<file path="src/pidff_pkg.sv">
// ----------------------------------------------------------------------------
// pidff_pkg
// shared constants, register indexes and the configuration struct
// ----------------------------------------------------------------------------
package pidff_pkg;

  // default sample width and gain fraction bits
  localparam int SAMPLE_WIDTH   = 16;
  localparam int GAIN_FRAC_BITS = 8;

  // fixed field widths
  localparam int GAIN_W     = 16;
  localparam int ACC_W      = 32;
  localparam int LIMIT_W    = 31;
  localparam int DZ_W       = 16;
  localparam int DRIVE_W    = 32;
  localparam int CFG_IDX_W  = 3;
  localparam int CFG_DATA_W = 31;

  // register indexes of the configuration port
  typedef enum logic [CFG_IDX_W-1:0] {
    REG_P_GAIN         = 3'd0,
    REG_I_GAIN         = 3'd1,
    REG_D_GAIN         = 3'd2,
    REG_FF_GAIN        = 3'd3,
    REG_INTEGRAL_LIMIT = 3'd4,
    REG_OUT_LIMIT      = 3'd5,
    REG_DEADBAND       = 3'd6,
    REG_DERIV_ON_MEAS  = 3'd7
  } cfg_reg_t;

  // configuration register set
  typedef struct packed {
    logic signed [GAIN_W-1:0]  p_gain;
    logic signed [GAIN_W-1:0]  i_gain;
    logic signed [GAIN_W-1:0]  d_gain;
    logic signed [GAIN_W-1:0]  ff_gain;
    logic        [LIMIT_W-1:0] integral_limit;
    logic        [LIMIT_W-1:0] out_limit;
    logic        [DZ_W-1:0]    deadband;
    logic                      derivative_on_measurement;
  } cfg_t;

endpackage

</file>
<file path="src/pidff_terms.sv">
// ----------------------------------------------------------------------------
// pidff_terms
// integral accumulator with clamp, derivative operand, and gain products
// ----------------------------------------------------------------------------
module pidff_terms #(
  parameter int SAMPLE_WIDTH = pidff_pkg::SAMPLE_WIDTH
) (
  input  logic                         clk,
  input  logic                         rst,
  input  pidff_pkg::cfg_t              cfg,
  // from the error stage
  input  logic                         err_valid,
  output logic                         err_ready,
  input  logic signed [SAMPLE_WIDTH:0] err,
  input  logic signed [SAMPLE_WIDTH:0] err_last,
  input  logic signed [SAMPLE_WIDTH:0] meas_diff,
  input  logic signed [SAMPLE_WIDTH:0] target_diff,
  input  logic                         err_restart,
  // products toward the output stage
  output logic                         prod_valid,
  input  logic                         prod_ready,
  output logic signed [pidff_pkg::GAIN_W+SAMPLE_WIDTH:0]   p_prod,
  output logic signed [pidff_pkg::GAIN_W+pidff_pkg::ACC_W-1:0] i_prod,
  output logic signed [pidff_pkg::GAIN_W+SAMPLE_WIDTH+1:0] d_prod,
  output logic signed [pidff_pkg::GAIN_W+SAMPLE_WIDTH:0]   f_prod
);

  localparam int EW  = SAMPLE_WIDTH + 1;
  localparam int AW  = pidff_pkg::ACC_W;
  localparam int AXW = AW + 2;

  logic                 v2;
  logic                 ready2;
  logic                 ready3;
  logic                 advance2;
  logic                 advance3;

  logic signed [AW-1:0]  integral_sum;
  logic signed [AW-1:0]  isum_prev;
  logic signed [AXW-1:0] isum_raw;
  logic signed [AXW-1:0] ilim_hi;
  logic signed [AXW-1:0] ilim_lo;
  logic signed [AW-1:0]  isum;
  logic                  ilim_off;
  logic signed [EW:0]    dop;

  logic signed [EW-1:0]  e2;
  logic signed [AW-1:0]  isum2;
  logic signed [EW:0]    dop2;
  logic signed [EW-1:0]  df2;

  // stage hand-off
  assign ready3    = !prod_valid || prod_ready;
  assign ready2    = !v2 || ready3;
  assign err_ready = ready2;
  assign advance2  = err_valid && ready2;
  assign advance3  = v2 && ready3;

  // integral update and clamp; a zero limit leaves only the 32-bit range
  assign isum_prev = err_restart ? '0 : integral_sum;
  assign isum_raw  = AXW'(isum_prev) + AXW'(err);
  assign ilim_off  = (cfg.integral_limit == '0);
  assign ilim_hi   = ilim_off ? AXW'({1'b0, {pidff_pkg::LIMIT_W{1'b1}}})
                              : AXW'({1'b0, cfg.integral_limit});
  assign ilim_lo   = -ilim_hi - AXW'({1'b0, ilim_off});
  assign isum      = (isum_raw > ilim_hi) ? AW'(ilim_hi)
                   : (isum_raw < ilim_lo) ? AW'(ilim_lo) : AW'(isum_raw);

  // derivative operand on measurement or on error
  assign dop = cfg.derivative_on_measurement ? (EW+1)'(meas_diff)
                                             : (EW+1)'(err) - (EW+1)'(err_last);

  always_ff @(posedge clk) begin
    if (rst) begin
      integral_sum <= '0;
    end else if (advance2) begin
      integral_sum <= isum;
    end
  end

  // operand stage register
  always_ff @(posedge clk) begin
    if (rst) begin
      v2 <= 1'b0;
    end else if (ready2) begin
      v2 <= err_valid;
    end
  end

  always_ff @(posedge clk) begin
    if (advance2) begin
      e2    <= err;
      isum2 <= isum;
      dop2  <= dop;
      df2   <= target_diff;
    end
  end

  // four gain products, registered
  always_ff @(posedge clk) begin
    if (rst) begin
      prod_valid <= 1'b0;
    end else if (ready3) begin
      prod_valid <= v2;
    end
  end

  always_ff @(posedge clk) begin
    if (advance3) begin
      p_prod <= cfg.p_gain * e2;
      i_prod <= cfg.i_gain * isum2;
      d_prod <= cfg.d_gain * dop2;
      f_prod <= cfg.ff_gain * df2;
    end
  end

endmodule

</file>
<file path="config.mk">
export PLATFORM = sky130hd
export DESIGN_NAME = pidff_terms
export DESIGN_NICKNAME = d
export VERILOG_FILES = /design/src/pidff_pkg.sv /design/src/pidff_terms.sv
export SDC_FILE = /design/constraint.sdc
export NUM_CORES = 2
export LEC_CHECK = 0
export ABC_AREA = 1
export BUFFER_PORTS_ARGS = -buffer_cell sky130_fd_sc_hd__buf_4
export CORE_ASPECT_RATIO = 1.5
export CORE_MARGIN = 10
export CORE_UTILIZATION = 45
export DETAILED_ROUTE_END_ITERATION = 10
export HOLD_SLACK_MARGIN = 0.15
export RECOVER_POWER = 50
export SLEW_MARGIN = 10
export SYNTH_ARGS = -nofsm -noshare
export SYNTH_HDL_FRONTEND = slang
export SYNTH_SLANG_ARGS = --single-unit
</file>
<file path="constraint.sdc">
create_clock -name clk -period 29 [get_ports clk]
set_input_delay 5.8 -clock clk [delete_from_list [all_inputs] [get_ports clk]]
set_output_delay 5.8 -clock clk [all_outputs]
set_load 0.05 [all_outputs]
</file>
==> impl_metrics.tcl <==
set metrics [dict create \
    synth_warnings 0 \
    ys_ff_latch 266 \
    cts_tree "yes" \
    worstHoldEndpoint "integral_sum[31]" \
    tns_ns 0 \
    violations "max-capacitance violations, max-slew violations" \
    slew_viol_final 322 \
    async_reset_ff_frac 0 \
    post-place-ws_ns 15.98 \
    fin_ws_ns 16.49 \
    critPathArrivalTime_ns 12.85 \
    met2_length_um 102000 \
    worst_pin_slew_ns 3.52 \
    holdPathStages 2 \
    synth_top_cell_by_area "fa_1" \
    routedWlPerCell_um 19.3 \
    min-delay-start "integral_sum[31]" \
    synth_top_area_frac 0.401 \
    finalSetupViolations 0 \
    finalCritPeriodShare 0.431 \
    die_y_um 490 \
    synth.most_common_cell "inv_1" \
    postSynthCellCount 8265 \
    critPathSlowestCell "nor4b_1" \
    rows 172 \
    final_layout_size_suffix_gt1_frac 0.0318 \
    grt_pass1_wl_um 315000 \
    start_kind "input pin" \
    remaining_drc_errors 0 \
    final_nets 10400 \
    vias_per_cell 5.11 \
    vias 52500 \
    grt_pass1_vias 57500 \
    top_layer "met5" \
    htreeDepth 2 \
    cpMostUsedCell "nand2_1" \
    clock-skew-final_ns 0.0316 \
    ff2ff_setup_slack_ns 21.50 \
    clock.fmax_mhz 79.9 \
    cap_violations 8 \
    clock_sinks 266 \
    wirelength_um 198000 \
    syn_area_um2 66400 \
    crit-reg2reg-launch "e2[13]" \
    grt_start_max_net_pins 73 \
    min_period_ns 12.51 \
    yosys-top-cells-area "fa_1, inv_1, nand2_1" \
    ys.flop_type "edfxtp_1" \
    track_usage 0.246 \
    cts_setup_buffers 0 \
    synth_nets 10300 \
    insertion_delay_ns 0.63 \
    r2r_cells 23 \
    start_util 0.453 \
    antenna_found_initial 12 \
    chipWidth_um 334 \
    core-area_um2 147000 \
    drt_iter0_drc 3247 \
    post_cts_resized 0 \
    synth_edf_count 232 \
    slew_headroom -1.35 \
    ys_seq_area_frac 0.115 \
    hold_viol 0 \
    met1_length_um 75900 \
    ctsHoldBuffers 0 \
    worstPathBufferInverterCount 5 \
    cts-root-buf "clkbuf_16" \
    cpLargestDelayFamily "simple AND/OR/NAND/NOR gates" \
    reg2reg_to "p_prod[29]" \
    cts_buffers 34 \
    min_path_type "flip-flop to flip-flop" \
    rsz0062_at_grt "no" \
    dr.pass1.iters 8 \
    area_delta_synth_final_pct 6.39 \
    io_buffers 318 \
    path_class "input pin to flip-flop" \
    ys_top_cells_by_count "inv_1, nand2_1, fa_1" \
    cts.clk_slew.worst_paths_ns 0.07 \
    cts_buffer_depth 3 \
    wl_met3_um 10800 \
    grt_overflow 0 \
    end_kind "flip-flop" \
    cpPeakStageDelay_ns 0.62 \
    synth_cell_type_count 52 \
    drtAntennaViolNets 0 \
    dieArea_um2 164000 \
    hpwl_um 160000 \
    gp_congestion 0.965 \
    status "complete, but fails checks" \
    avgSynthCellArea_um2 8.03 \
    ios 366 \
    critPathMaxFanout 49 \
    cp.required_ns 29.33 \
]
==> through the flow <==
| stage | util | area [um2] | hold slack, ns | std cells |
|---|---|---|---|---|
| 2_1_floorplan | - | 66400 | 0.451 | 8265 |
| 3_3_place_gp | 0.478 | 70100 | 0.511 | 10200 |
| 3_5_place_dp | 0.478 | 70100 | 0.516 | 10200 |
| 4_1_cts | 0.486 | 71300 | 0.529 | 10300 |
| 5_1_grt | 0.482 | 70600 | 0.564 | 10300 |
| 6_report | 0.482 | 70600 | 0.534 | 10300 |
==> worst register-to-register path: cells and delay by family (launching register included) <==
family / cells / cell delay (ns)
simple gates: 3 / 0.30
buf+inv: 5 / 0.28
compound gates: 8 / 2.31
flops: 1 / 0.85
fa+ha+maj: 7 / 3.50
==> registers in the layout (all words and copies together) (netlist names) <==
signal,flops
d_prod,34
df2,17
dop2,18
e2,17
f_prod,33
i_prod,48
integral_sum,32
isum2,32
p_prod,33
prod_valid,1
v2,1
==> area by class of cell <==
cell class	count	area (um2)
clock buffer	39	891
inverter	2414	9060
tap	1914	2390
fill	14500	76000
clock inverter	22	270
multi-input combinational	5270	48400
sequential	266	7650
antenna	3	7.51
timing repair buffer	341	1900
==> cells in the final DEF, fill, tap and decap left out, types with 17 or more instances in the layout <==
cell       instances
clkbuf_1         180
a31oi_1           28
or2_2             31
nand2_1         1971
edfxtp_1         232
o21ai_0          146
nand3_1          209
xor2_1           121
nor2_1           341
inv_1           2412
xnor2_1           80
dfxtp_1           34
ha_1             499
fa_1            1330
buf_4            148
a21oi_1          313
clkbuf_4          17
nor3_1            30
nand4_1           32
clkbuf_16         35
==> cells by family after synthesis <==
| kind of cell | count (synthesis) | synth area share |
|---|---|---|
| flip-flops | 266 | 0.115 |
| buffers and inverters | 2729 | 0.155 |
| XOR/XNOR | 202 | 0.0267 |
| AO/OA/AOI/OAI | 598 | 0.0498 |
| AND/OR/NAND/NOR | 2641 | 0.158 |
| adder cells (fa/ha/maj) | 1829 | 0.495 |
==> layer usage <==
| metal | up-vias | global-route usage |
|---|---|---|
| met5 | - | 0 |
| met4 | 22 | 0.106 |
| met3 | 443 | 0.0329 |
| met2 | 1549 | 0.447 |
| met1 | 26400 | 0.286 |
| li1 | 24100 | - |
==> worst max-delay path by stage <==
stage	from	to	cells past startpoint
floorplan	prod_ready	d_prod[0]	2
finish	cfg[52]	isum2[29]	32
global route	cfg[54]	isum2[29]	32
detailed placement	cfg[52]	isum2[29]	32
CTS	cfg[52]	isum2[29]	32
global placement	cfg[52]	isum2[29]	32
Power is not shown: default switching activity piles up to over one toggle a cycle in this logic, so the estimate is an artifact.
