<file path="src/pidff_pkg.sv">
// ----------------------------------------------------------------------------
// pidff_pkg
// shared constants, register indexes and the configuration struct
// ----------------------------------------------------------------------------
package pidff_pkg;

  // default sample width and gain fraction bits
  localparam int SAMPLE_WIDTH   = 16;
  localparam int GAIN_FRAC_BITS = 8;

  // fixed field widths
  localparam int GAIN_W     = 16;
  localparam int ACC_W      = 32;
  localparam int LIMIT_W    = 31;
  localparam int DZ_W       = 16;
  localparam int DRIVE_W    = 32;
  localparam int CFG_IDX_W  = 3;
  localparam int CFG_DATA_W = 31;

  // register indexes of the configuration port
  typedef enum logic [CFG_IDX_W-1:0] {
    REG_P_GAIN         = 3'd0,
    REG_I_GAIN         = 3'd1,
    REG_D_GAIN         = 3'd2,
    REG_FF_GAIN        = 3'd3,
    REG_INTEGRAL_LIMIT = 3'd4,
    REG_OUT_LIMIT      = 3'd5,
    REG_DEADBAND       = 3'd6,
    REG_DERIV_ON_MEAS  = 3'd7
  } cfg_reg_t;

  // configuration register set
  typedef struct packed {
    logic signed [GAIN_W-1:0]  p_gain;
    logic signed [GAIN_W-1:0]  i_gain;
    logic signed [GAIN_W-1:0]  d_gain;
    logic signed [GAIN_W-1:0]  ff_gain;
    logic        [LIMIT_W-1:0] integral_limit;
    logic        [LIMIT_W-1:0] out_limit;
    logic        [DZ_W-1:0]    deadband;
    logic                      derivative_on_measurement;
  } cfg_t;

endpackage

</file>
<file path="src/pidff_out_if.sv">
// ----------------------------------------------------------------------------
// pidff_out_if
// actuation channel: one drive value per sample
// ----------------------------------------------------------------------------
interface pidff_out_if;
  logic                                     valid;
  logic                                     ready;
  logic signed [pidff_pkg::DRIVE_W-1:0]     drive;

  modport source (output valid, output drive, input ready);
  modport sink   (input valid, input drive, output ready);
endinterface

</file>
<file path="src/pidff_output.sv">
// ----------------------------------------------------------------------------
// pidff_output
// product scaling, term sum, output clamp and result register
// ----------------------------------------------------------------------------
module pidff_output #(
  parameter int SAMPLE_WIDTH   = pidff_pkg::SAMPLE_WIDTH,
  parameter int GAIN_FRAC_BITS = pidff_pkg::GAIN_FRAC_BITS
) (
  input  logic            clk,
  input  logic            rst,
  input  pidff_pkg::cfg_t cfg,
  input  logic            prod_valid,
  output logic            prod_ready,
  input  logic signed [pidff_pkg::GAIN_W+SAMPLE_WIDTH:0]       p_prod,
  input  logic signed [pidff_pkg::GAIN_W+pidff_pkg::ACC_W-1:0] i_prod,
  input  logic signed [pidff_pkg::GAIN_W+SAMPLE_WIDTH+1:0]     d_prod,
  input  logic signed [pidff_pkg::GAIN_W+SAMPLE_WIDTH:0]       f_prod,
  pidff_out_if.source     actuation
);

  localparam int OPW   = (pidff_pkg::ACC_W > SAMPLE_WIDTH + 2) ? pidff_pkg::ACC_W
                                                               : SAMPLE_WIDTH + 2;
  localparam int SUM_W = pidff_pkg::GAIN_W + OPW + 2;

  logic                    ready4;
  logic                    advance4;
  logic signed [SUM_W-1:0] sum;
  logic signed [SUM_W-1:0] lim_hi;
  logic signed [SUM_W-1:0] lim_lo;
  logic                    lim_off;
  logic signed [pidff_pkg::DRIVE_W-1:0] drive_next;

  assign ready4     = !actuation.valid || actuation.ready;
  assign prod_ready = ready4;
  assign advance4   = prod_valid && ready4;

  // floor-scaled terms summed at full width
  assign sum = SUM_W'(p_prod >>> GAIN_FRAC_BITS) + SUM_W'(i_prod >>> GAIN_FRAC_BITS)
             + SUM_W'(d_prod >>> GAIN_FRAC_BITS) + SUM_W'(f_prod >>> GAIN_FRAC_BITS);

  // output clamp; a zero limit leaves only the 32-bit range
  assign lim_off    = (cfg.out_limit == '0);
  assign lim_hi     = lim_off ? SUM_W'({1'b0, {pidff_pkg::LIMIT_W{1'b1}}})
                              : SUM_W'({1'b0, cfg.out_limit});
  assign lim_lo     = -lim_hi - SUM_W'({1'b0, lim_off});
  assign drive_next = (sum > lim_hi) ? pidff_pkg::DRIVE_W'(lim_hi)
                    : (sum < lim_lo) ? pidff_pkg::DRIVE_W'(lim_lo)
                    : pidff_pkg::DRIVE_W'(sum);

  // result register
  always_ff @(posedge clk) begin
    if (rst) begin
      actuation.valid <= 1'b0;
    end else if (ready4) begin
      actuation.valid <= prod_valid;
    end
  end

  always_ff @(posedge clk) begin
    if (advance4) begin
      actuation.drive <= drive_next;
    end
  end

endmodule

</file>
<file path="src/flat_wrapper.sv">
// flat-port wrapper written by rule: the top's interface ports become plain ports
module pidff_output_flat 
#(
  parameter int SAMPLE_WIDTH   = pidff_pkg::SAMPLE_WIDTH,
  parameter int GAIN_FRAC_BITS = pidff_pkg::GAIN_FRAC_BITS
)
  (clk, rst, cfg, prod_valid, prod_ready, p_prod, i_prod, d_prod, f_prod, actuation_valid, actuation_drive, actuation_ready);
  pidff_out_if actuation_i ();
  input  logic clk;
  input  logic rst;
  input  pidff_pkg::cfg_t cfg;
  input  logic prod_valid;
  output logic prod_ready;
  input  logic signed [pidff_pkg::GAIN_W+SAMPLE_WIDTH:0] p_prod;
  input  logic signed [pidff_pkg::GAIN_W+pidff_pkg::ACC_W-1:0] i_prod;
  input  logic signed [pidff_pkg::GAIN_W+SAMPLE_WIDTH+1:0] d_prod;
  input  logic signed [pidff_pkg::GAIN_W+SAMPLE_WIDTH:0] f_prod;
  output wire logic [$bits(actuation_i.valid)-1:0] actuation_valid;
  output wire logic [$bits(actuation_i.drive)-1:0] actuation_drive;
  input wire logic [$bits(actuation_i.ready)-1:0] actuation_ready;
  assign actuation_valid = actuation_i.valid;
  assign actuation_drive = actuation_i.drive;
  assign actuation_i.ready = actuation_ready;
  pidff_output #(.SAMPLE_WIDTH(SAMPLE_WIDTH), .GAIN_FRAC_BITS(GAIN_FRAC_BITS)) u_core (.clk(clk), .rst(rst), .cfg(cfg), .prod_valid(prod_valid), .prod_ready(prod_ready), .p_prod(p_prod), .i_prod(i_prod), .d_prod(d_prod), .f_prod(f_prod), .actuation(actuation_i));
endmodule
</file>
<file path="config.mk">
export PLATFORM = sky130hd
export DESIGN_NAME = pidff_output_flat
export DESIGN_NICKNAME = d
export VERILOG_FILES = /design/src/pidff_pkg.sv /design/src/pidff_out_if.sv /design/src/pidff_output.sv /design/src/flat_wrapper.sv
export SDC_FILE = /design/constraint.sdc
export NUM_CORES = 1
export LEC_CHECK = 0
export BUFFER_PORTS_ARGS = -buffer_cell sky130_fd_sc_hd__buf_2
export CORE_MARGIN = 1
export CORE_UTILIZATION = 35
export CTS_CLUSTER_DIAMETER = 50
export CTS_CLUSTER_SIZE = 30
export DETAILED_ROUTE_END_ITERATION = 7
export PLACE_DENSITY = 0.58
export SYNTH_ARGS = -nofsm -noshare
export SYNTH_HDL_FRONTEND = slang
export SYNTH_SLANG_ARGS = --single-unit
</file>
<file path="constraint.sdc">
create_clock -name clk -period 10.93 [get_ports clk]
set_input_delay 1.6395 -clock clk [delete_from_list [all_inputs] [get_ports clk]]
set_output_delay 1.6395 -clock clk [all_outputs]
set_load 0.01 [all_outputs]
</file>
==> metrics, run 1 <==
CTS Buffer Depth=2; crit path DAT=10.24 ns; Placement Setup Slack=roughly 0.5 ns; chip height=178.9 um; largest net degree at the start of global routing=51; post-synthesis sequential area ratio=8.953%; share of cells above drive strength 1=16.03%; hpwl dp=27,940 um; Via density=5.575; IR drop worst, VDD=between 0.07 and 0.08 mV; DR WL/cell=16.52 um; minimum clock period=10.16 ns; worst hold path class=reg -> reg; number of max-cap violations=0; FMAX=0.09846 GHz; Residual DRC=0; I/O Pins=329; Starting Density=35.73%; largest cells by area after synthesis=ha_1, edfxtp_1, fa_1; ant diodes=0; CP max FO=26; CP most frequent cell=o21ai_0; setup ws final=0.7736 ns; syn_nets=1,933; Least-Margin Pin Slew=about 0.77 ns; Cell Area, Synth=0.01096 mm2; crit-path max cell delay=0.53 ns; Synth area leader=ha_1; CTS clock-pin slew for the worst setup and hold paths=about 0.06 ns; CP delay by family, top=compound AO/OA/AOI/OAI gates; Final Skew=about 0.0063 ns; final hold vios=0; synthesized instance count=1,405; Core ar.=0.03067 mm2; WS Path Type=in -> reg; commonest cells after routing, fill and taps aside=ha_1, buf_2, a21oi_1; TritonRoute pass-1 iters=6; First DRT Iteration DRCs=between 700 and 800; TritonCTS clock tree=yes; Final Cell Area=0.01241 mm2; Rows=64; Synth Flop Type=edfxtp_1; Hold Crit Start=u_core.actuation.valid; Filler cells=3,175; total global routing overflow=0; IO buf count=184; async set or reset register ratio after synthesis=0%; synthesized flop and latch total=33; setup_tns=0 ns; first-pass GRT wire length=52,340 um; H-tree depth=2; Final Util=around two fifths; number of CTS-inserted buffers=5; Worst setup SP type=primary input; # nets final=2,093; top cell type's share of synthesized area=around 22%; Setup Viol. Count Final=0; Post-CTS Setup Repair Bufs=0; Pwr Density=around 240 mW/mm2; DRT Wirelength=32,420 um; total power=approximately 3 mW; RSZ-0062 raised after global routing=false; EDFF count, synth=32; status=finished, final reports clean; slew margin rel.=48.39%; Tcrit/Tclk final=92.92%; Buf/Inv on CP=4; Die Width=178.9 um; worst r2r src=u_core.actuation.valid; vias in the first global route=10,320; Critical-path top delay cell=fa_1; Leakage=5.798 nW; clk_lat worst skew=0.29 ns; GR Util All Layers=20.48%; final antenna-violating net count=0; Crit path required time=around 11 ns; detailed-route via count=about 11,000; Syn-to-layout area delta=13.30%; Yosys cell types=81; die area=0.03202 mm2; max-slew violations=0; commonest non-fill, non-tap cell in the layout=ha_1; Root Driver=clkbuf_16; gpl congestion=0.9481; initial antenna violation count=0; crit end category=flip-flop; clk sinks=33; Avg Cell Area, Syn=7.798 um2; Worst setup startpoint=p_prod[9]; Yosys warning count=0; DP Area=around 0.012 mm2
[kinds of logic (layout without fill, tap and decap cells)]
kind of cell    count (synthesis)  count (layout)  share of synthesized area, %
fa+ha+maj                     233             233                         29.48
compound gates                492             492                         29.64
buf+inv                       123             284                         4.499
simple gates                  429             429                         19.82
flops                          33              33                         8.953
xor+xnor                       95              95                         7.594
[worst reg2reg max path, delay by kind of cell (launching register included)]
kind                   cells  cell delay (ns)
buffers and inverters      1             0.41
DFF                        1             0.31
and+or+nand+nor            2             0.24
[final timing paths]
| check | endpoint | slack [ns] | depth (start not counted) |
|---|---|---|---|
| worst max-delay path | u_core.actuation.drive[15] | 0.77 | 39 |
| worst min-delay path | u_core.actuation.valid | 0.51 | 2 |
| worst max register to register | u_core.actuation.drive[6] | 9.61 | 3 |
| worst min register to register | u_core.actuation.valid | 0.51 | 2 |
[where the power goes]
group	leakage, nW	switching, mW	internal (mW)	total, mW
Sequential	0.316	0.0100	0.210	0.220
Combinational	5.41	1.61	1.04	2.64
Clock	0.0706	0.0595	0.0839	0.143
Total	5.80	1.67	1.33	3.01
[layer usage]
layer | global-route usage [%] | part of all wire [%]
met5 | 0 | 0
met4 | 4.096 | 1.4
met3 | 0.9966 | 3.7
met2 | 33.96 | 44
met1 | 29.21 | 50
[flip-flops by register name, summed over array words and instances (netlist names)]
name and cells:
u_core.actuation.drive 32, u_core.actuation.valid 1
[cells in the mapped netlist (3+ instances only)]
| master | instances |
|---|---|
| a211o_1 | 6 |
| a211oi_1 | 13 |
| a21boi_0 | 4 |
| a21o_1 | 73 |
| a21oi_1 | 130 |
| a221oi_1 | 5 |
| a31o_2 | 4 |
| a31oi_1 | 32 |
| and2_1 | 9 |
| and3_1 | 11 |
| and4_1 | 6 |
| buf_2 | 15 |
| clkbuf_1 | 21 |
| edfxtp_1 | 32 |
| fa_1 | 42 |
| ha_1 | 191 |
| inv_1 | 84 |
| nand2_1 | 79 |
| nand2b_1 | 13 |
| nand3_1 | 36 |
| nand4_1 | 28 |
| nand4b_1 | 5 |
| nor2_1 | 115 |
| nor2b_1 | 17 |
| nor3_1 | 30 |
| nor4_1 | 12 |
| o2111ai_1 | 4 |
| o211ai_1 | 14 |
| o21a_1 | 24 |
| o21ai_0 | 102 |
| o21ai_1 | 4 |
| o21ai_2 | 3 |
| o21bai_1 | 18 |
| o221ai_1 | 4 |
| o31a_1 | 5 |
| o31ai_1 | 7 |
| or2_2 | 25 |
| or3_1 | 32 |
| xnor2_1 | 64 |
| xor2_1 | 31 |
[area by class of cell]
cell class,instances,area [um2],share of cell area (%)
Timing Repair Buffer,192,993.5,8.002
Clock inverter,2,10.01,0.08063
Clock buffer,6,128.9,1.038
Sequential cell,33,980.9,7.902
Multi-Input combinational cell,1249,9490,76.45
Tap cell,396,495.5,3.991
Inverter,84,315.3,2.540
[per-stage QoR]
stage / std cells / hold WS, ns
after detailed placement: 1954 / 0.5058
after floorplan: 1405 / 0.5930
after global routing: 1962 / 0.5614
final: 1962 / 0.5145
after global placement: 1954 / 0.4864
after CTS: 1962 / 0.5141
[timing repair]
item | CTS | global route
setup endpoints to repair | 0 | 10
hold buffers | 0 | 0
resized for setup | 0 | 1
Note: power is estimated with default switching activity, not from simulation.
==> inputs of run 2 (changes only) <==
--- a/config.mk
+++ b/config.mk
@@ -8,6 +8,7 @@
 export BUFFER_PORTS_ARGS = -buffer_cell sky130_fd_sc_hd__buf_2
 export CORE_MARGIN = 1
 export CORE_UTILIZATION = 35
+export CTS_BUF_LIST = sky130_fd_sc_hd__clkbuf_2
 export CTS_CLUSTER_DIAMETER = 50
 export CTS_CLUSTER_SIZE = 30
 export DETAILED_ROUTE_END_ITERATION = 7
==> run 2 against run 1 <==
Effect of this change: combinational power hardly changed; largest power group unchanged; via count down 0.56%; non-clock buffer count unchanged; sequential cell count did not move; cell count barely moved; clock-buffer cell count unchanged.
==> metrics, run 2 (same netlist as run 1, synthesis figures left out) <==
detailed-route via count=10,880 (-0.56%); GR Util All Layers=20.44% (-0.041 points); RSZ-0062 raised after global routing=false; share of cells above drive strength 1=16.09% (+0.064 points); WS Path Type=in -> reg; Rows=64 (unchanged); hold buffers post-CTS=0 (unchanged); clk_lat worst skew=0.44 ns (+0.15 ns); hpwl dp=27,940 um (unchanged); Syn-to-layout area delta=12.36%; total global routing overflow=0 (unchanged); Least-Margin Pin Slew=0.9211 ns (+0.1496 ns); Final Skew=0.02334 ns (+0.01709 ns); crit end category=flip-flop; Finished Layout Cells=1,963 (+0.051%); gpl congestion=0.9481 (unchanged); biggest regs=u_core.actuation.drive (32), u_core.actuation.valid (1); H-tree depth=2 (unchanged); Leakage=5.759 nW (-0.66%); Worst setup SP type=primary input; Residual DRC=0 (unchanged); slew margin rel.=38.60% (-9.8 points); max FFs per register=32 (unchanged); number of max-cap violations=0 (unchanged); TritonRoute pass-1 iters=6 (unchanged); minimum clock period=10.12 ns (-0.03787 ns); crit-path max cell delay=0.53 ns (about the same); initial antenna violation count=1 (+1); I/O Pins=329 (unchanged); multi-input logic area=0.009483 mm2 (about the same); number of CTS-inserted buffers=5 (unchanged); dpl cells=1,954 (unchanged); DRT Wirelength=32,350 um (-0.22%); TritonCTS clock tree=yes; Largest Register=u_core.actuation.drive; CTS clock-pin slew for the worst setup and hold paths=0.20 ns (+0.14 ns); max-slew violations=0 (unchanged); CTS Buffer Depth=2 (unchanged); vias in the first global route=10,320 (-0.048%); CP most frequent cell=o21ai_0; Reg area=980.9 um2 (unchanged); Via density=5.541 (-0.61%); Filler cells=3,186 (+0.35%); Starting Density=35.73% (unchanged); commonest cells after routing, fill and taps aside=ha_1, buf_2, a21oi_1; chip height=178.9 um (unchanged); Critical-path top delay cell=fa_1; First DRT Iteration DRCs=716 (-3.9%); DR WL/cell=16.48 um (-0.27%); final hold vios=0 (unchanged); Setup Viol. Count Final=0 (unchanged); Crit path required time=11.17 ns (+0.15 ns); final antenna-violating net count=0 (unchanged); worst hold path class=reg -> reg; Pwr Density=238.4 mW/mm2 (-1.6%); clk sinks=33 (unchanged); Core ar.=0.03067 mm2 (unchanged); post_cts resized=0 (unchanged); CP max FO=26 (unchanged); IR drop worst, VDD=0.07088 mV (-11%); die area=0.03202 mm2 (unchanged); Tcrit/Tclk final=92.58% (-0.35 points); Die Width=178.9 um (unchanged); largest net degree at the start of global routing=51 (unchanged); Post-CTS Setup Repair Bufs=0 (unchanged); first-pass GRT wire length=52,140 um (-0.37%); commonest non-fill, non-tap cell in the layout=ha_1; crit path DAT=10.36 ns (+0.12 ns); setup_tns=0 ns (unchanged); FMAX=0.09883 GHz (+0.37%); status=finished, final reports clean; IO buf count=184 (unchanged); worst hold margin=0.5297 ns (+0.01521 ns); Root Driver=clkbuf_2; # nets final=2,093 (unchanged)
==> run 2: cell count changes in the layout (fill, tap and decap cells not counted), sizes merged <==
| cell | before | now |
|---|---|---|
| diode | 0 | 1 |
==> run 2: metrics by stage <==
| step | instance area (um2) | total power, mW | setup WS [ns] | util, % |
|---|---|---|---|---|
| 2_1_floorplan | 10960 | 2.146 | 2.177 | - |
| 3_3_place_gp | 12270 | 2.795 | 0.5214 | 40.00 |
| 3_5_place_dp | 12270 | 2.837 | 0.4997 | 40.00 |
| 4_1_cts | 12310 | 2.921 | 0.9390 | 40.13 |
| 5_1_grt | 12310 | 3.260 | 0.04685 | 40.14 |
| 6_report | 12310 | 2.935 | 0.8115 | 40.14 |
==> run 2: path summary, 6_finish.rpt <==
path	startpoint	endpoint	slack, ns	depth (start not counted)
setup / recovery	p_prod[9]	u_core.actuation.drive[15]	0.81	39
hold / removal	u_core.actuation.valid	u_core.actuation.valid	0.53	2
setup reg to reg	u_core.actuation.valid	u_core.actuation.drive[6]	9.61	3
hold reg to reg	u_core.actuation.valid	u_core.actuation.valid	0.53	2
==> run 2: cell type report <==
type,count,share of cell area (%)
multi-input cells,1249,77.03
flip-flops and latches,33,7.968
well taps,396,4.025
inverters,84,2.561
repair buffers,192,8.070
diodes,1,0.02033
clock buffers,6,0.2439
clock inverters,2,0.08131
==> run 2: per-layer routing <==
metal	track usage, %	vias to the layer above	share of wire (%)
li1	-	5556	-
met1	29.07	5003	50
met2	33.61	286	44
met3	1.272	32	4.0
met4	4.484	0	1.7
met5	0	-	0
==> run 2: worst max-delay path: cells and delay by family <==
kind / cells / cell delay [ns]
AO/OA/AOI/OAI: 23 / 4.80
adder cells (fa/ha/maj): 4 / 1.43
AND/OR/NAND/NOR: 6 / 1.26
XOR/XNOR: 2 / 0.64
buffers and inverters: 4 / 0.52
==> run 2: power breakdown <==
part           internal (mW)  switching (mW)
Sequential             0.209         0.00996
Clock                 0.0160          0.0528
Combinational           1.04            1.61
Total                   1.26            1.67
==> inputs of run 3 (changes only) <==
==> constraint.sdc (replaced) <==
create_clock -name clk -period 9.8 [get_ports clk]
set_input_delay 1.47 -clock clk [delete_from_list [all_inputs] [get_ports clk]]
set_output_delay 1.47 -clock clk [all_outputs]
set_load 0.01 [all_outputs]
==> run 3 against run 2 <==
Effect of this change: die area unchanged; register-to-register slack got worse by 1.1 ns; largest cell class unchanged; non-clock buffer count increased by 34.
==> metrics, run 3 (same netlist as run 1, synthesis figures left out) <==
status=finished, final reports clean; crit-path max cell delay=0.53 ns (about the same); CTS Buffer Depth=2 (unchanged); Starting Density=35.73% (unchanged); share of cells above drive strength 1=17.94% (+1.8 points); First DRT Iteration DRCs=746 (+4.2%); CP max FO=14 (-46%); Post-CTS Setup Repair Bufs=0 (unchanged); initial antenna violation count=2 (+1); Die Width=178.9 um (unchanged); worst hold path class=reg -> reg; Via density=5.497 (-0.79%); gpl congestion=0.9497 (+0.17%); crit path DAT=9.62 ns (-0.74 ns); Reg area=980.9 um2 (unchanged); Root Driver=clkbuf_2; chip height=178.9 um (unchanged); IO buf count=184 (unchanged); minimum clock period=9.351 ns; clk sinks=33 (unchanged); crit end category=flip-flop; slew margin rel.=52.15% (+14 points); TritonRoute pass-1 iters=5 (-1); Filler cells=3,188 (+0.063%); # nets final=2,127 (+1.6%); Final Cell Area=0.01264 mm2 (+2.7%); Placement Setup Slack=0.1176 ns (-0.3821 ns); Core ar.=0.03067 mm2 (unchanged); Crit path required time=10.07 ns (-1.10 ns); largest net degree at the start of global routing=37 (-27%); biggest regs=u_core.actuation.drive (32), u_core.actuation.valid (1); Worst setup SP type=primary input; first-pass GRT wire length=52,610 um (+0.89%); WS Path Type=in -> reg; DR WL/cell=16.27 um (-1.2%); commonest non-fill, non-tap cell in the layout=ha_1; Final Skew=0.03540 ns (+0.01206 ns); Pwr Density=274.1 mW/mm2 (+15%); detailed-route via count=10,980 (+0.98%); total power=3.466 mW (+18%); FMAX=~0.11 GHz; GR Util All Layers=20.51% (+0.066 points); Final Util=41.23% (+1.1 points); number of max-cap violations=0 (unchanged); commonest cells after routing, fill and taps aside=ha_1, buf_2, a21oi_1; hpwl dp=28,120 um (+0.65%); clk_lat worst skew=0.44 ns (about the same); DRT Wirelength=32,510 um (+0.52%); final antenna-violating net count=0 (unchanged); Leakage=5.949 nW (+3.3%); max FFs per register=32 (unchanged); Tcrit/Tclk final=95.41%; I/O Pins=329 (unchanged); Least-Margin Pin Slew=0.7152 ns (-0.2059 ns); TritonCTS clock tree=yes; vias in the first global route=10,500 (+1.7%); die area=0.03202 mm2 (unchanged); CP delay by family, top=compound AO/OA/AOI/OAI gates; dpl cells=1,988 (+1.7%); total global routing overflow=0 (unchanged); Largest Register=u_core.actuation.drive; H-tree depth=2 (unchanged); DP Area=0.01259 mm2 (+2.6%); Setup Viol. Count Final=0 (unchanged); Critical-path top delay cell=fa_1; final hold vios=0 (unchanged); Buf/Inv on CP=4 (unchanged); CTS clock-pin slew for the worst setup and hold paths=0.20 ns (about the same); setup ws final=0.4494 ns (-0.3621 ns); Finished Layout Cells=1,998 (+1.8%); max-slew violations=0 (unchanged); IR drop worst, VDD=0.1042 mV (+47%); Residual DRC=0 (unchanged); number of CTS-inserted buffers=5 (unchanged); Rows=64 (unchanged); Syn-to-layout area delta=15.40%; multi-input logic area=0.009497 mm2 (+0.15%)
run 3: worst reg2reg max path, delay by kind of cell (launching register included):
family | cells | cell delay, ns
and+or+nand+nor | 2 | 0.22
DFF | 1 | 0.35
buffers and inverters | 1 | 0.41
run 3: cell type report:
class	count	area share [%]
Multi-Input combinational cell	1249	75.10
Antenna cell	2	0.03958
Tap cell	396	3.918
Sequential cell	33	7.758
Clock buffer	6	0.2375
Timing Repair Buffer	226	10.37
Inverter	84	2.494
Clock inverter	2	0.07916
run 3: worst paths after layout:
kind	start	end	depth (start not counted)	slack (ns)
max	p_prod[9]	u_core.actuation.drive[7]	39	0.45
min	u_core.actuation.valid	u_core.actuation.valid	2	0.52
max reg2reg	u_core.actuation.valid	u_core.actuation.drive[13]	3	8.49
min reg2reg	u_core.actuation.valid	u_core.actuation.valid	2	0.52
run 3: per-stage QoR:
stage	setup TNS (ns)	hold slack [ns]
6_report	0	0.5180
5_1_grt	-0.07533	0.5723
4_1_cts	0	0.5277
3_5_place_dp	0	0.5044
3_3_place_gp	0	0.4895
2_1_floorplan	0	0.5930
run 3: power by group:
part           leakage (nW)  total [mW]  internal [mW]  switching (mW)
logic                  5.60        3.14           1.31            1.84
clock network        0.0328      0.0762         0.0179          0.0583
registers             0.316       0.245          0.234          0.0117
total                  5.95        3.47           1.56            1.91
run 3: routing by layer:
layer,wire length (um),part of all wire (%),global-route usage [%]
met5,0,0,0
met3,1454,4.5,1.612
met2,14440,44,33.67
met4,418,1.3,3.531
met1,16190,50,29.35
run 3: timing repair:
item / in CTS / in global routing
endpoints found under the setup margin: 0 / 16
hold buffers: 0 / 0
resized for setup: 0 / 2
