## src/pidff_pkg.sv

```systemverilog
// ----------------------------------------------------------------------------
// pidff_pkg
// shared constants, register indexes and the configuration struct
// ----------------------------------------------------------------------------
package pidff_pkg;

  // default sample width and gain fraction bits
  localparam int SAMPLE_WIDTH   = 16;
  localparam int GAIN_FRAC_BITS = 8;

  // fixed field widths
  localparam int GAIN_W     = 16;
  localparam int ACC_W      = 32;
  localparam int LIMIT_W    = 31;
  localparam int DZ_W       = 16;
  localparam int DRIVE_W    = 32;
  localparam int CFG_IDX_W  = 3;
  localparam int CFG_DATA_W = 31;

  // register indexes of the configuration port
  typedef enum logic [CFG_IDX_W-1:0] {
    REG_P_GAIN         = 3'd0,
    REG_I_GAIN         = 3'd1,
    REG_D_GAIN         = 3'd2,
    REG_FF_GAIN        = 3'd3,
    REG_INTEGRAL_LIMIT = 3'd4,
    REG_OUT_LIMIT      = 3'd5,
    REG_DEADBAND       = 3'd6,
    REG_DERIV_ON_MEAS  = 3'd7
  } cfg_reg_t;

  // configuration register set
  typedef struct packed {
    logic signed [GAIN_W-1:0]  p_gain;
    logic signed [GAIN_W-1:0]  i_gain;
    logic signed [GAIN_W-1:0]  d_gain;
    logic signed [GAIN_W-1:0]  ff_gain;
    logic        [LIMIT_W-1:0] integral_limit;
    logic        [LIMIT_W-1:0] out_limit;
    logic        [DZ_W-1:0]    deadband;
    logic                      derivative_on_measurement;
  } cfg_t;

endpackage

```

## src/pidff_error.sv

```systemverilog
// ----------------------------------------------------------------------------
// pidff_error
// input register, error with dead zone, and sample history
// ----------------------------------------------------------------------------
module pidff_error #(
  parameter int SAMPLE_WIDTH = pidff_pkg::SAMPLE_WIDTH
) (
  input  logic                           clk,
  input  logic                           rst,
  // sample side
  input  logic                           in_valid,
  output logic                           in_ready,
  input  logic signed [SAMPLE_WIDTH-1:0] in_target,
  input  logic signed [SAMPLE_WIDTH-1:0] in_measured,
  input  logic                           in_restart,
  input  logic [pidff_pkg::DZ_W-1:0]     deadband,
  // toward the integral stage
  output logic                           err_valid,
  input  logic                           err_ready,
  output logic signed [SAMPLE_WIDTH:0]   err,
  output logic signed [SAMPLE_WIDTH:0]   err_last,
  output logic signed [SAMPLE_WIDTH:0]   meas_diff,
  output logic signed [SAMPLE_WIDTH:0]   target_diff,
  output logic                           err_restart
);

  localparam int EW = SAMPLE_WIDTH + 1;
  localparam int CW = (EW > pidff_pkg::DZ_W) ? EW : pidff_pkg::DZ_W;

  logic                           v0;
  logic signed [SAMPLE_WIDTH-1:0] tgt0;
  logic signed [SAMPLE_WIDTH-1:0] meas0;
  logic                           restart0;
  logic                           ready0;
  logic                           ready1;
  logic                           advance1;

  logic signed [SAMPLE_WIDTH-1:0] last_target;
  logic signed [SAMPLE_WIDTH-1:0] last_measured;
  logic signed [EW-1:0]           last_error;

  logic signed [SAMPLE_WIDTH-1:0] lt_sel;
  logic signed [SAMPLE_WIDTH-1:0] lm_sel;
  logic signed [EW-1:0]           le_sel;
  logic signed [EW-1:0]           e_raw;
  logic        [EW-1:0]           mag;
  logic signed [EW-1:0]           e_dz;

  // stage hand-off: a stage takes a transfer when empty or draining
  assign ready1   = !err_valid || err_ready;
  assign ready0   = !v0 || ready1;
  assign in_ready = ready0;
  assign advance1 = v0 && ready1;

  // input register
  always_ff @(posedge clk) begin
    if (rst) begin
      v0 <= 1'b0;
    end else if (ready0) begin
      v0 <= in_valid;
    end
  end

  always_ff @(posedge clk) begin
    if (ready0 && in_valid) begin
      tgt0     <= in_target;
      meas0    <= in_measured;
      restart0 <= in_restart;
    end
  end

  // history as seen by this sample, cleared by restart
  assign lt_sel = restart0 ? '0 : last_target;
  assign lm_sel = restart0 ? '0 : last_measured;
  assign le_sel = restart0 ? '0 : last_error;

  // error and dead zone
  assign e_raw = EW'(tgt0) - EW'(meas0);
  assign mag   = e_raw[EW-1] ? unsigned'(-e_raw) : unsigned'(e_raw);
  assign e_dz  = (CW'(mag) < CW'(deadband)) ? '0 : e_raw;

  // error stage register
  always_ff @(posedge clk) begin
    if (rst) begin
      err_valid <= 1'b0;
    end else if (ready1) begin
      err_valid <= v0;
    end
  end

  always_ff @(posedge clk) begin
    if (advance1) begin
      err         <= e_dz;
      err_last    <= le_sel;
      meas_diff   <= EW'(lm_sel) - EW'(meas0);
      target_diff <= EW'(tgt0) - EW'(lt_sel);
      err_restart <= restart0;
    end
  end

  // sample history
  always_ff @(posedge clk) begin
    if (rst) begin
      last_target   <= '0;
      last_measured <= '0;
      last_error    <= '0;
    end else if (advance1) begin
      last_target   <= tgt0;
      last_measured <= meas0;
      last_error    <= e_dz;
    end
  end

endmodule

```

## config.mk

```make
export PLATFORM = sky130hd
export DESIGN_NAME = pidff_error
export DESIGN_NICKNAME = d
export VERILOG_FILES = /design/src/pidff_pkg.sv /design/src/pidff_error.sv
export SDC_FILE = /design/constraint.sdc
export NUM_CORES = 1
export LEC_CHECK = 0
export BUFFER_PORTS_ARGS = -buffer_cell sky130_fd_sc_hd__buf_2
export CAP_MARGIN = 10
export CORE_UTILIZATION = 52
export CTS_CLUSTER_DIAMETER = 80
export CTS_CLUSTER_SIZE = 24
export DETAILED_ROUTE_END_ITERATION = 16
export PLACE_DENSITY = 0.77
export SYNTH_ARGS = -nofsm -noshare
export SYNTH_HDL_FRONTEND = slang
export SYNTH_SLANG_ARGS = --single-unit
```

## constraint.sdc

```tcl
create_clock -name clk -period 5.25 [get_ports clk]
set_clock_uncertainty 0.1 [all_clocks]
set_input_delay 1.05 -clock clk [delete_from_list [all_inputs] [get_ports clk]]
set_output_delay 1.05 -clock clk [all_outputs]
set_load 0.01 [all_outputs]
```

==> results of run 1 <==
## state kept, by name, summed over array words and instances (netlist names), 16 cells and up
name / count
tgt0: 16
err_last: 17
last_measured: 16
meas0: 16
target_diff: 17
meas_diff: 17
last_target: 16
err: 17
last_error: 17
## placed cells by master (no fill, tap or decap), types with 3 or more instances in the layout
cell / netlist / routed
a211o_1: 6 / 6
a211oi_1: 7 / 7
a21boi_0: 3 / 3
a21o_1: 11 / 11
a21oi_1: 82 / 82
a31oi_1: 8 / 8
and2_1: 5 / 5
and3_1: 9 / 9
buf_2: 6 / 123
buf_4: 1 / 12
bufinv_16: 0 / 4
clkbuf_1: 22 / 3
clkbuf_16: 0 / 19
dfxtp_1: 51 / 51
edfxtp_1: 102 / 102
fa_1: 3 / 3
ha_1: 64 / 64
inv_1: 53 / 52
nand2_1: 103 / 103
nand2b_1: 29 / 28
nand3_1: 15 / 15
nand4_1: 3 / 3
nor2_1: 66 / 66
nor2b_1: 46 / 46
nor3_1: 18 / 17
nor3b_1: 3 / 3
nor4_1: 3 / 3
o211ai_1: 5 / 5
o21a_1: 10 / 10
o21ai_0: 20 / 20
o21ai_1: 3 / 3
o22ai_1: 9 / 9
o31a_1: 5 / 5
o31ai_1: 6 / 6
or2_2: 6 / 6
or3_1: 5 / 5
xnor2_1: 29 / 29
xor2_1: 12 / 12
## repair_timing
item                                    4_1_cts  5_1_grt
endpoints found under the setup margin        0        9
gates resized for setup                       0        2
buffers inserted                              0        0
## layout make-up
class                           count  area (um2)  area share, %
Timing Repair Buffer              136       725.7          7.104
Tap cell                          216       270.3          2.645
Sequential cell                   153        4084          39.98
Clock inverter                      9       156.4          1.531
Multi-Input combinational cell    642        4278          41.87
Clock buffer                       23       500.5          4.899
Inverter                           53       201.4          1.972
## cells by family (layout without fill, tap and decap cells)
kind of cell | Yosys count | after routing
AOI/OAI and AO/OA | 207 | 207
xor gates and xnor gates | 42 | 42
adders and majority gates | 67 | 67
buffers and inverters | 85 | 221
DFF | 153 | 153
muxes | 2 | 2
and+or+nand+nor | 324 | 324
## critical path, cell delays in order (launching register included)
cell and delay [ns]:
edfxtp_1 0.41, ha_1 0.23, fa_1 0.47, nor2b_4 0.15
o31ai_1 0.13, a2111oi_4 0.42, nor2_1 0.14, a31o_2 0.28
nor2_2 0.28, buf_4 0.22, a21o_1 0.10, xor2_1 0.07
ha_1 0.20, a21o_1 0.15, a21o_1 0.17, a211o_1 0.28
o21ai_0 0.16, a211o_1 0.18, inv_1 0.07, a21oi_2 0.31
nor2_1 0.09
## metal layers
layer | vias up | global-route usage, %
li1 | 3388 | -
met1 | 3141 | 30.42
met2 | 229 | 38.92
met3 | 33 | 3.665
met4 | 0 | 7.712
met5 | - | 0
## path summary, 6_finish.rpt
path	endpoint	depth (start not counted)	slack, ns
worst max-delay path	err[16]	20	0.39
worst min-delay path	last_measured[2]	2	0.35
worst max register to register	err[16]	20	0.39
worst min register to register	last_measured[2]	2	0.35
## stage by stage
step | instances | utilization (%) | setup slack [ns]
2_1_floorplan | 880 | - | 0.3749
3_3_place_gp | 1200 | 59.42 | 0.4924
3_5_place_dp | 1200 | 59.42 | 0.3525
4_1_cts | 1232 | 63.51 | 0.3184
5_1_grt | 1232 | 63.62 | 0.02325
6_report | 1232 | 63.62 | 0.3856
## report_power, final
group	internal [W]	total, W	switching (W)
clock network	0.000868	0.00135	0.000483
registers	0.00140	0.00143	0.0000362
logic	0.000317	0.000792	0.000475
==> implementation parameters, run 1 <==
Parameter                              Value

Status
  Status ... finished clean

Final layout
  # diodes ... 0
  # nets final ... 1123
  Area added between synthesis and finish ... 17.79%
  Share of layout cells above drive strength 1 ... 18.90%
  Number of fillers in the final layout ... 1310
  Layout Cell Area excl Fill ... 10220 um2

Placed design
  Count of input and output buffers ... 123
  Placement Cell Area ... 9542 um2
  Routability-driven placement congestion ratio ... 0.9049
  HPWL Detailed ... 13480 um

STA
  F_max ... 205.6 MHz
  Final critical-path share of the clock period ... 92.66%
  Setup violators final ... 0
  Final max-slew violation count ... 0
  Unrepaired setup endpoints after global routing ... no
  Sum of negative setup slack ... 0 ns
  Transition at the pin with the smallest max-transition slack ... 0.9641 ns
  Relative max-transition margin ... 34.07%
  Final hold slack ... 0.3480 ns
  Final hold violation count ... 0
  Final critical path time including I/O delays and setup ... 4.864 ns

Synth
  Number of synthesized flops with an enable pin ... 102
  Synthesis Warnings ... 0
  Top cell type's share of synthesized area ... 35.31%
  Largest family of logic cells by synthesized area ... simple AND/OR/NAND/NOR gates
  Arithmetic-cell share of the synthesized area counting full adders, half adders and majority gates ... 9.925%
  Cell type contributing the most total cell area after synthesis ... edfxtp_1
  Post-Syn Nets ... 1000
  Syn Area/Cell ... 9.856 um2
  Synth Register Bits ... 153
  Fraction of synthesized area in multiplexers ... 0.2308%
  Top cells by area, synth ... edfxtp_1, dfxtp_1, ha_1
  Post-synthesis compound-gate area fraction ... 16.04%
  Async set or reset register ratio after synthesis ... 0%
  Primary flip-flop cell chosen by synthesis mapping ... edfxtp_1
  Simple-gate area share of the yosys netlist ... 18.57%
  Commonest cells in the synthesized netlist ... nand2_1, edfxtp_1, a21oi_1, nor2_1, ha_1
  Area of the mapped netlist ... 8673 um2
  Unique cell type count in the Yosys netlist ... 74
  Most instantiated library cell after synthesis ... nand2_1
  XOR/XNOR Fraction of Synth Area ... 4.328%
  Number of instances in the synthesized netlist ... 880
  Sequential element share of the synthesized area ... 47.09%

Drt
  Met1 WL ... 8770 um
  DR pass1 iterations ... 7
  Detail-routed via count per cell ... 5.512
  Wire length on met3 ... 907 um
  Average routed wire per standard cell ... 15.68 um
  DR DRC count ... 0
  Routed wl met2 ... 9289 um
  DRT iter0 DRCs ... 561
  Antenna viol nets, final ... 0
  Total number of vias ... 6791
  Top routing layer used ... met4
  WL final ... 19320 um

Clock tree
  Clock Path Buffers ... 2
  Clock network latency to the later pin of the worst-skew pair ... 0.43 ns
  Clock transition at the register clock pins on the worst setup and hold paths after CTS ... 0.06 ns
  Cell chosen for the clock root ... clkbuf_16
  Clock buffers created by TritonCTS ... 17
  CTS tree ... built
  Deepest level of the CTS H-tree ... 4
  Clock sink count ... 153
  Count of hold-fix buffers inserted at cts ... 0

Die
  Std-Cell Rows ... 46
  Initial core utilization ... 54.01%
  Die Outline Area ... 17200 um2
  I/O pin total ... 124
  Horizontal die dimension ... 131.2 um
  Die Span Y ... 131.2 um
  Core area ... 16060 um2

GRT
  Largest net degree at the start of global routing ... 57
  Vias in the first global route ... 6461
  Antenna violations before repair ... 0
  First-pass GRT wire length ... 31860 um
  Aggregate global routing overflow ... 0
  Overall fraction of global-route tracks in use ... 23.17%

Setup path
  Startpoint kind of the worst setup timing path ... flop
  Worst Path Arrival ... 4.92 ns
  Largest fanout on the critical path ... 9
  Crit Path Category ... flop to flop
  Nature of the critical path endpoint ... flop
  Reg2reg start ... meas0[0]
  Launching element of the worst setup path ... meas0[0]
  Req. time, crit path ... 5.31 ns

Pwr
  Power Total ... 0.003574 W
  Leakage ... 4.217 nW
  Worst-case vdd ir drop ... 0.2351 mV
  Power density over the cells ... 349.8 nW/um2

Min path
  Critical hold path startpoint ... last_measured[2]
  Type of the worst min-delay path ... flop to flop

Flow run
  Number of maximum-capacitance violations ... 0
Note: power is estimated with default switching activity, not from simulation.
==> run 2, diff against run 1 <==
- CORE_UTILIZATION: 52 -> 55
- PLACE_DENSITY: 0.77 -> 0.78
- clock period: 5.25 -> 6.13 ns (I/O delays scaled with it)
==> run 2 against run 1 <==
Against the previous run:
- fmax is 6.2% lower
- routed wire length fell by 2.0%
- sequential cell count unchanged
- first-iteration DRC count down 2.3%
- largest cell class unchanged
- largest power group unchanged
==> implementation parameters, run 2 (same netlist as run 1, synthesis figures left out) <==
Parameter                              Value

Status
  Status ... finished clean (unchanged)

Pwr
  Power density over the cells ... 278.5 nW/um2 (was 349.8 nW/um2)
  Leakage ... 4.099 nW (was 4.217 nW)
  Worst-case vdd ir drop ... 0.2624 mV (was 0.2351 mV)
  Power Total ... 0.002777 W (was 0.003574 W)

Final layout
  Multi-input combinational cell area ... 4260 um2 (was 4278 um2)
  Share of layout cells above drive strength 1 ... 17.64% (was 18.90%)
  Reg area ... 4084 um2 (unchanged)
  # diodes ... 0 (unchanged)
  Commonest cells after routing, fill and taps aside ... buf_2, nand2_1, edfxtp_1 (unchanged)
  Area added between synthesis and finish ... 14.93% (was 17.79%)
  # nets final ... 1116 (was 1123)
  Number of fillers in the final layout ... 1264 (was 1310)
  Most common cell after layout, fill and taps aside ... buf_2 (unchanged)

Die
  Core area ... 15310 um2 (was 16060 um2)
  Die Span Y ... 127.6 um (was 131.2 um)
  Horizontal die dimension ... 127.6 um (was 131.2 um)
  Std-Cell Rows ... 45 (was 46)
  I/O pin total ... 124 (unchanged)
  Die Outline Area ... 16280 um2 (was 17200 um2)
  Initial core utilization ... 56.63% (was 54.01%)

GRT
  First-pass GRT wire length ... 30490 um (was 31860 um)
  Aggregate global routing overflow ... 0 (unchanged)
  Antenna violations before repair ... 0 (unchanged)
  Overall fraction of global-route tracks in use ... 24.19% (was 23.17%)
  Vias in the first global route ... 6324 (was 6461)
  Largest net degree at the start of global routing ... 87 (was 57)

Setup path
  Ordered cell list for the critical path ... ha_1 > fa_1 > nor2b_4 > o31ai_1 > a2111oi_2 > nor2_1 > a31o_2 > nor2_2 > buf_4 > a21oi_1 > xnor2_1 > ha_1 > a21o_1 > a21o_1 > a211o_1 > o21ai_0 > a211o_1 > inv_1 > a21oi_2 > nor2_1 (was ha_1 > fa_1 > nor2b_4 > o31ai_1 > a2111oi_4 > nor2_1 > a31o_2 > nor2_2 > buf_4 > a21o_1 > xor2_1 > ha_1 > a21o_1 > a21o_1 > a211o_1 > o21ai_0 > a211o_1 > inv_1 > a21oi_2 > nor2_1)
  Delay of the slowest critical-path stage ... 0.49 ns (was 0.47 ns)
  Worst Path Arrival ... 5.25 ns (was 4.92 ns)
  Worst path buffer plus inverter count ... 2 (unchanged)
  Slowest stage cell, crit path ... a2111oi_2 (was fa_1)
  Startpoint kind of the worst setup timing path ... flop (unchanged)
  Largest fanout on the critical path ... 16 (was 9)
  Kind of cell with the highest combined delay on the critical path ... compound AO/OA/AOI/OAI gates (unchanged)
  Crit Path Category ... flop to flop (unchanged)
  Req. time, crit path ... 6.19 ns (was 5.31 ns)
  Nature of the critical path endpoint ... flop (unchanged)

STA
  Final critical-path share of the clock period ... 84.63% (was 92.66%)
  Relative max-transition margin ... 31.58% (was 34.07%)
  Final max-slew violation count ... 0 (unchanged)
  Sum of negative setup slack ... 0 ns (unchanged)
  Unrepaired setup endpoints after global routing ... no (unchanged)
  F_max ... 192.8 MHz (was 205.6 MHz)
  Transition at the pin with the smallest max-transition slack ... 1.026 ns (was 0.9641 ns)
  Final hold slack ... 0.3476 ns (was 0.3480 ns)
  Final critical path time including I/O delays and setup ... 5.188 ns (was 4.864 ns)
  Setup violators final ... 0 (unchanged)
  Final hold violation count ... 0 (unchanged)

Clock tree
  CTS tree ... built (unchanged)
  Clock Path Buffers ... 2 (unchanged)
  Clock network latency to the later pin of the worst-skew pair ... 0.43 ns (about the same)
  Clock buffers created by TritonCTS ... 17 (unchanged)
  Cell chosen for the clock root ... clkbuf_16 (unchanged)
  Deepest level of the CTS H-tree ... 4 (unchanged)
  Count of hold-fix buffers inserted at cts ... 0 (unchanged)
  Clock sink count ... 153 (unchanged)
  Post-CTS setup-driven buffer insertion count ... 0 (unchanged)
  # resized after CTS ... 0 (unchanged)
  Clock transition at the register clock pins on the worst setup and hold paths after CTS ... 0.06 ns (about the same)

Placed design
  Count of input and output buffers ... 123 (unchanged)
  Routability-driven placement congestion ratio ... 0.9111 (was 0.9049)
  HPWL Detailed ... 13490 um (was 13480 um)

Drt
  DR pass1 iterations ... 5 (was 7)
  DRT iter0 DRCs ... 548 (was 561)
  DR DRC count ... 0 (unchanged)
  Total number of vias ... 6800 (was 6791)
  WL final ... 18940 um (was 19320 um)
  Antenna viol nets, final ... 0 (unchanged)
  Average routed wire per standard cell ... 15.52 um (was 15.68 um)
  Detail-routed via count per cell ... 5.574 (was 5.512)

Flow run
  Number of maximum-capacitance violations ... 0 (unchanged)

Min path
  Type of the worst min-delay path ... flop to flop (unchanged)
run 2: cell types whose count changed in the layout (fill, tap and decap cells not counted), moves of 2 or more:
cell,change
clkbuf_16,-2
clkinv_1,+5
bufinv_16,-4
buf_4,-6
clkinv_2,+2
run 2: final timing paths:
kind | start | to | slack (ns) | cells after the start
min reg2reg | last_measured[14] | last_measured[14] | 0.35 | 2
max | meas0[0] | err[7] | 0.94 | 20
max reg2reg | meas0[0] | err[7] | 0.94 | 20
min | last_measured[14] | last_measured[14] | 0.35 | 2
run 2: tightest hold or removal path, cell delays in order (launching register included):
cell,delay (ns)
dfxtp_1,0.30
nand2_1,0.05
a21oi_1,0.05
run 2: where the power goes:
part	total, W	internal (W)	leakage [nW]	switching, W
registers	0.00123	0.00120	1.38	0.0000298
clock network	0.000893	0.000507	0.238	0.000386
logic	0.000659	0.000256	2.48	0.000403
total	0.00278	0.00196	4.10	0.000819
run 2: area by class of cell:
cell class | instances | area share (%)
timing repair buffer | 129 | 6.627
clock buffer | 21 | 4.418
clock inverter | 11 | 0.5774
multi-input combinational | 642 | 42.74
tap | 211 | 2.648
sequential | 153 | 40.97
inverter | 53 | 2.021
run 2: per-stage QoR:
| step | setup slack (ns) | area [um2] | utilization (%) | instances |
|---|---|---|---|---|
| 2_1_floorplan | 1.255 | 8673 | - | 880 |
| 3_3_place_gp | 1.141 | 9470 | 61.84 | 1188 |
| 3_5_place_dp | 1.008 | 9470 | 61.84 | 1188 |
| 4_1_cts | 0.9688 | 9968 | 65.09 | 1220 |
| 5_1_grt | 0.6046 | 9968 | 65.09 | 1220 |
| 6_report | 0.9423 | 9968 | 65.09 | 1220 |
run 2: per-layer routing:
metal	part of all wire, %	vias up	track usage, %
met1	44	3158	30.91
met2	48	245	40.53
met4	2.4	0	10.45
met3	5.6	32	4.188
met5	0	-	0
li1	-	3365	-
==> run 3, diff against run 2 <==
- clock period: 6.13 -> 4.85 ns (I/O delays scaled with it)
==> run 3 against run 2 <==
Against the previous run:
- sequential cell count unchanged
- global-route usage up 0.70 points
- hold slack better by 0.0020 ns
- final area up 3.4%
- sequential power up 26%
- non-clock buffer count up 22
- sequential share of layout area down 1.4 points
- routed wire length up 3.3%
- die area unchanged
- critical path depth unchanged
- critical endpoint is now last_error[1]
==> implementation parameters, run 3 (same netlist as run 1, synthesis figures left out) <==
Parameter                              Value

Placed design
  Routability-driven placement congestion ratio ... 0.8846 (was 0.9111)
  Count of input and output buffers ... 123 (unchanged)
  Pre-CTS worst setup slack ... 0.1259 ns (was 1.008 ns)
  HPWL Detailed ... 13770 um (was 13490 um)

Clock tree
  Clock sink count ... 153 (unchanged)
  Deepest level of the CTS H-tree ... 4 (unchanged)
  CTS tree ... built (unchanged)
  Clock Path Buffers ... 2 (unchanged)
  Clock network latency to the later pin of the worst-skew pair ... 0.43 ns (about the same)
  Cell chosen for the clock root ... clkbuf_16 (unchanged)
  Clock transition at the register clock pins on the worst setup and hold paths after CTS ... 0.06 ns (about the same)
  Clock buffers created by TritonCTS ... 17 (unchanged)

Drt
  Wire length on met3 ... 903 um (was 1051 um)
  DR pass1 iterations ... 5 (unchanged)
  Top routing layer used ... met4 (unchanged)
  Average routed wire per standard cell ... 15.74 um (was 15.52 um)
  Routed wl met2 ... 9464 um (was 9012 um)
  Met1 WL ... 8649 um (was 8423 um)
  Antenna viol nets, final ... 0 (unchanged)
  Total number of vias ... 6922 (was 6800)
  DR DRC count ... 0 (unchanged)
  DRT iter0 DRCs ... 520 (was 548)
  Detail-routed via count per cell ... 5.573 (was 5.574)
  WL final ... 19560 um (was 18940 um)

STA
  PnR worst setup slack ... 0.2869 ns (was 0.9423 ns)
  Relative max-transition margin ... 45.92% (was 31.58%)
  Final critical path time including I/O delays and setup ... 4.563 ns (was 5.188 ns)
  Setup violators final ... 0 (unchanged)
  Final critical-path share of the clock period ... 94.08% (was 84.63%)
  Final hold violation count ... 0 (unchanged)
  Sum of negative setup slack ... 0 ns (unchanged)
  F_max ... 219.2 MHz (was 192.8 MHz)
  Unrepaired setup endpoints after global routing ... no (unchanged)
  Transition at the pin with the smallest max-transition slack ... 0.8112 ns (was 1.026 ns)
  Final max-slew violation count ... 0 (unchanged)

Pwr
  Power density over the cells ... 373.4 nW/um2 (was 278.5 nW/um2)
  Leakage ... 4.272 nW (was 4.099 nW)
  Worst-case vdd ir drop ... 0.2901 mV (was 0.2624 mV)

Die
  I/O pin total ... 124 (unchanged)
  Initial core utilization ... 56.63% (unchanged)
  Horizontal die dimension ... 127.6 um (unchanged)
  Std-Cell Rows ... 45 (unchanged)
  Die Span Y ... 127.6 um (unchanged)
  Core area ... 15310 um2 (unchanged)
  Die Outline Area ... 16280 um2 (unchanged)

Final layout
  Area added between synthesis and finish ... 18.85% (was 14.93%)
  Commonest cells after routing, fill and taps aside ... buf_2, nand2_1, edfxtp_1 (unchanged)
  Number of fillers in the final layout ... 1226 (was 1264)
  # nets final ... 1138 (was 1116)
  # diodes ... 0 (unchanged)
  Most common cell after layout, fill and taps aside ... buf_2 (unchanged)
  Share of layout cells above drive strength 1 ... 20.47% (was 17.64%)

Flow run
  Number of maximum-capacitance violations ... 0 (unchanged)

Setup path
  Worst setup path endpoint ... last_error[1] (was err[7])
  Largest fanout on the critical path ... 11 (was 16)
  Nature of the critical path endpoint ... flop (unchanged)
  Worst Reg-to-Reg Cells ... 20 (unchanged)
  Worst Path Arrival ... 4.75 ns (was 5.25 ns)
  Req. time, crit path ... 5.04 ns (was 6.19 ns)
  Launching element of the worst setup path ... meas0[0] (unchanged)
  Crit Path Category ... flop to flop (unchanged)
  Startpoint kind of the worst setup timing path ... flop (unchanged)
  Reg-to-reg endpoint ... last_error[1] (was err[7])
  Reg2reg start ... meas0[0] (unchanged)
  Register-to-register setup slack ... 0.29 ns (was 0.94 ns)

Min path
  Type of the worst min-delay path ... flop to flop (unchanged)

GRT
  First-pass GRT wire length ... 31410 um (was 30490 um)
  Overall fraction of global-route tracks in use ... 24.89% (was 24.19%)
  Antenna violations before repair ... 0 (unchanged)
  Vias in the first global route ... 6538 (was 6324)
  Aggregate global routing overflow ... 0 (unchanged)
  Largest net degree at the start of global routing ... 72 (was 87)

Status
  Status ... finished clean (unchanged)
run 3: final cells by class:
cell class / count / area [um2] / area share [%]
Multi-Input combinational cell: 642 / 4307 / 41.78
Sequential cell: 153 / 4084 / 39.62
Timing Repair Buffer: 151 / 825.8 / 8.011
Clock buffer: 25 / 485.5 / 4.709
Tap cell: 211 / 264.0 / 2.561
Inverter: 53 / 201.4 / 1.954
Clock inverter: 7 / 141.4 / 1.372
run 3: what timing repair did:
action,4_1_cts,5_1_grt
setup buffers,0,3
setup endpoints to repair,0,34
gates resized for setup,0,9
hold buffers,0,0
run 3: worst min path at each step:
stage	start	to	slack, ns	depth (start not counted)
2_1_floorplan	last_error[10]	last_error[10]	0.33	2
3_3_place_gp	last_measured[6]	last_measured[6]	0.34	2
3_5_place_dp	last_target[0]	last_target[0]	0.34	2
4_1_cts	last_error[11]	last_error[11]	0.35	2
5_1_grt	last_target[2]	last_target[2]	0.37	2
6_report	last_measured[12]	last_measured[12]	0.35	2
run 3: per-stage QoR:
step	hold slack (ns)	std cells	power, W	cell area, um2	utilization (%)
after detailed placement	0.3422	1207	0.002445	9613	62.77
after floorplan	0.3318	880	0.002174	8675	-
final	0.3496	1242	0.003849	10310	67.31
after global routing	0.3703	1242	0.004016	10310	67.31
after global placement	0.3373	1207	0.002430	9613	62.77
after CTS	0.3500	1239	0.003844	10240	66.86
run 3: worst max-delay path, cell delays in order (launching register included):
cell and delay, ns:
edfxtp_1 0.44, ha_1 0.25, fa_2 0.40, nor2b_4 0.14, o31ai_2 0.10, a2111oi_4 0.42, nor2_1 0.13, a31o_2 0.28
nor2_2 0.13, a21oi_1 0.07, xnor2_1 0.13, ha_1 0.29, a21o_1 0.18, a21o_1 0.17, a211o_1 0.27, o21ai_0 0.17
a211o_1 0.19, buf_4 0.20, nor4_1 0.07, a31oi_1 0.20, o41ai_2 0.10
run 3: where the power goes:
part           switching (W)  total, W  internal (W)
Clock               0.000497   0.00140      0.000902
Sequential         0.0000363   0.00155       0.00151
Combinational       0.000530  0.000904      0.000373
run 3: routing by layer:
metal / GRT usage (%) / up-vias
met2: 42.21 / 202
li1: - / 3417
met3: 5.025 / 35
met4: 10.80 / 0
met5: 0 / -
met1: 30.91 / 3268
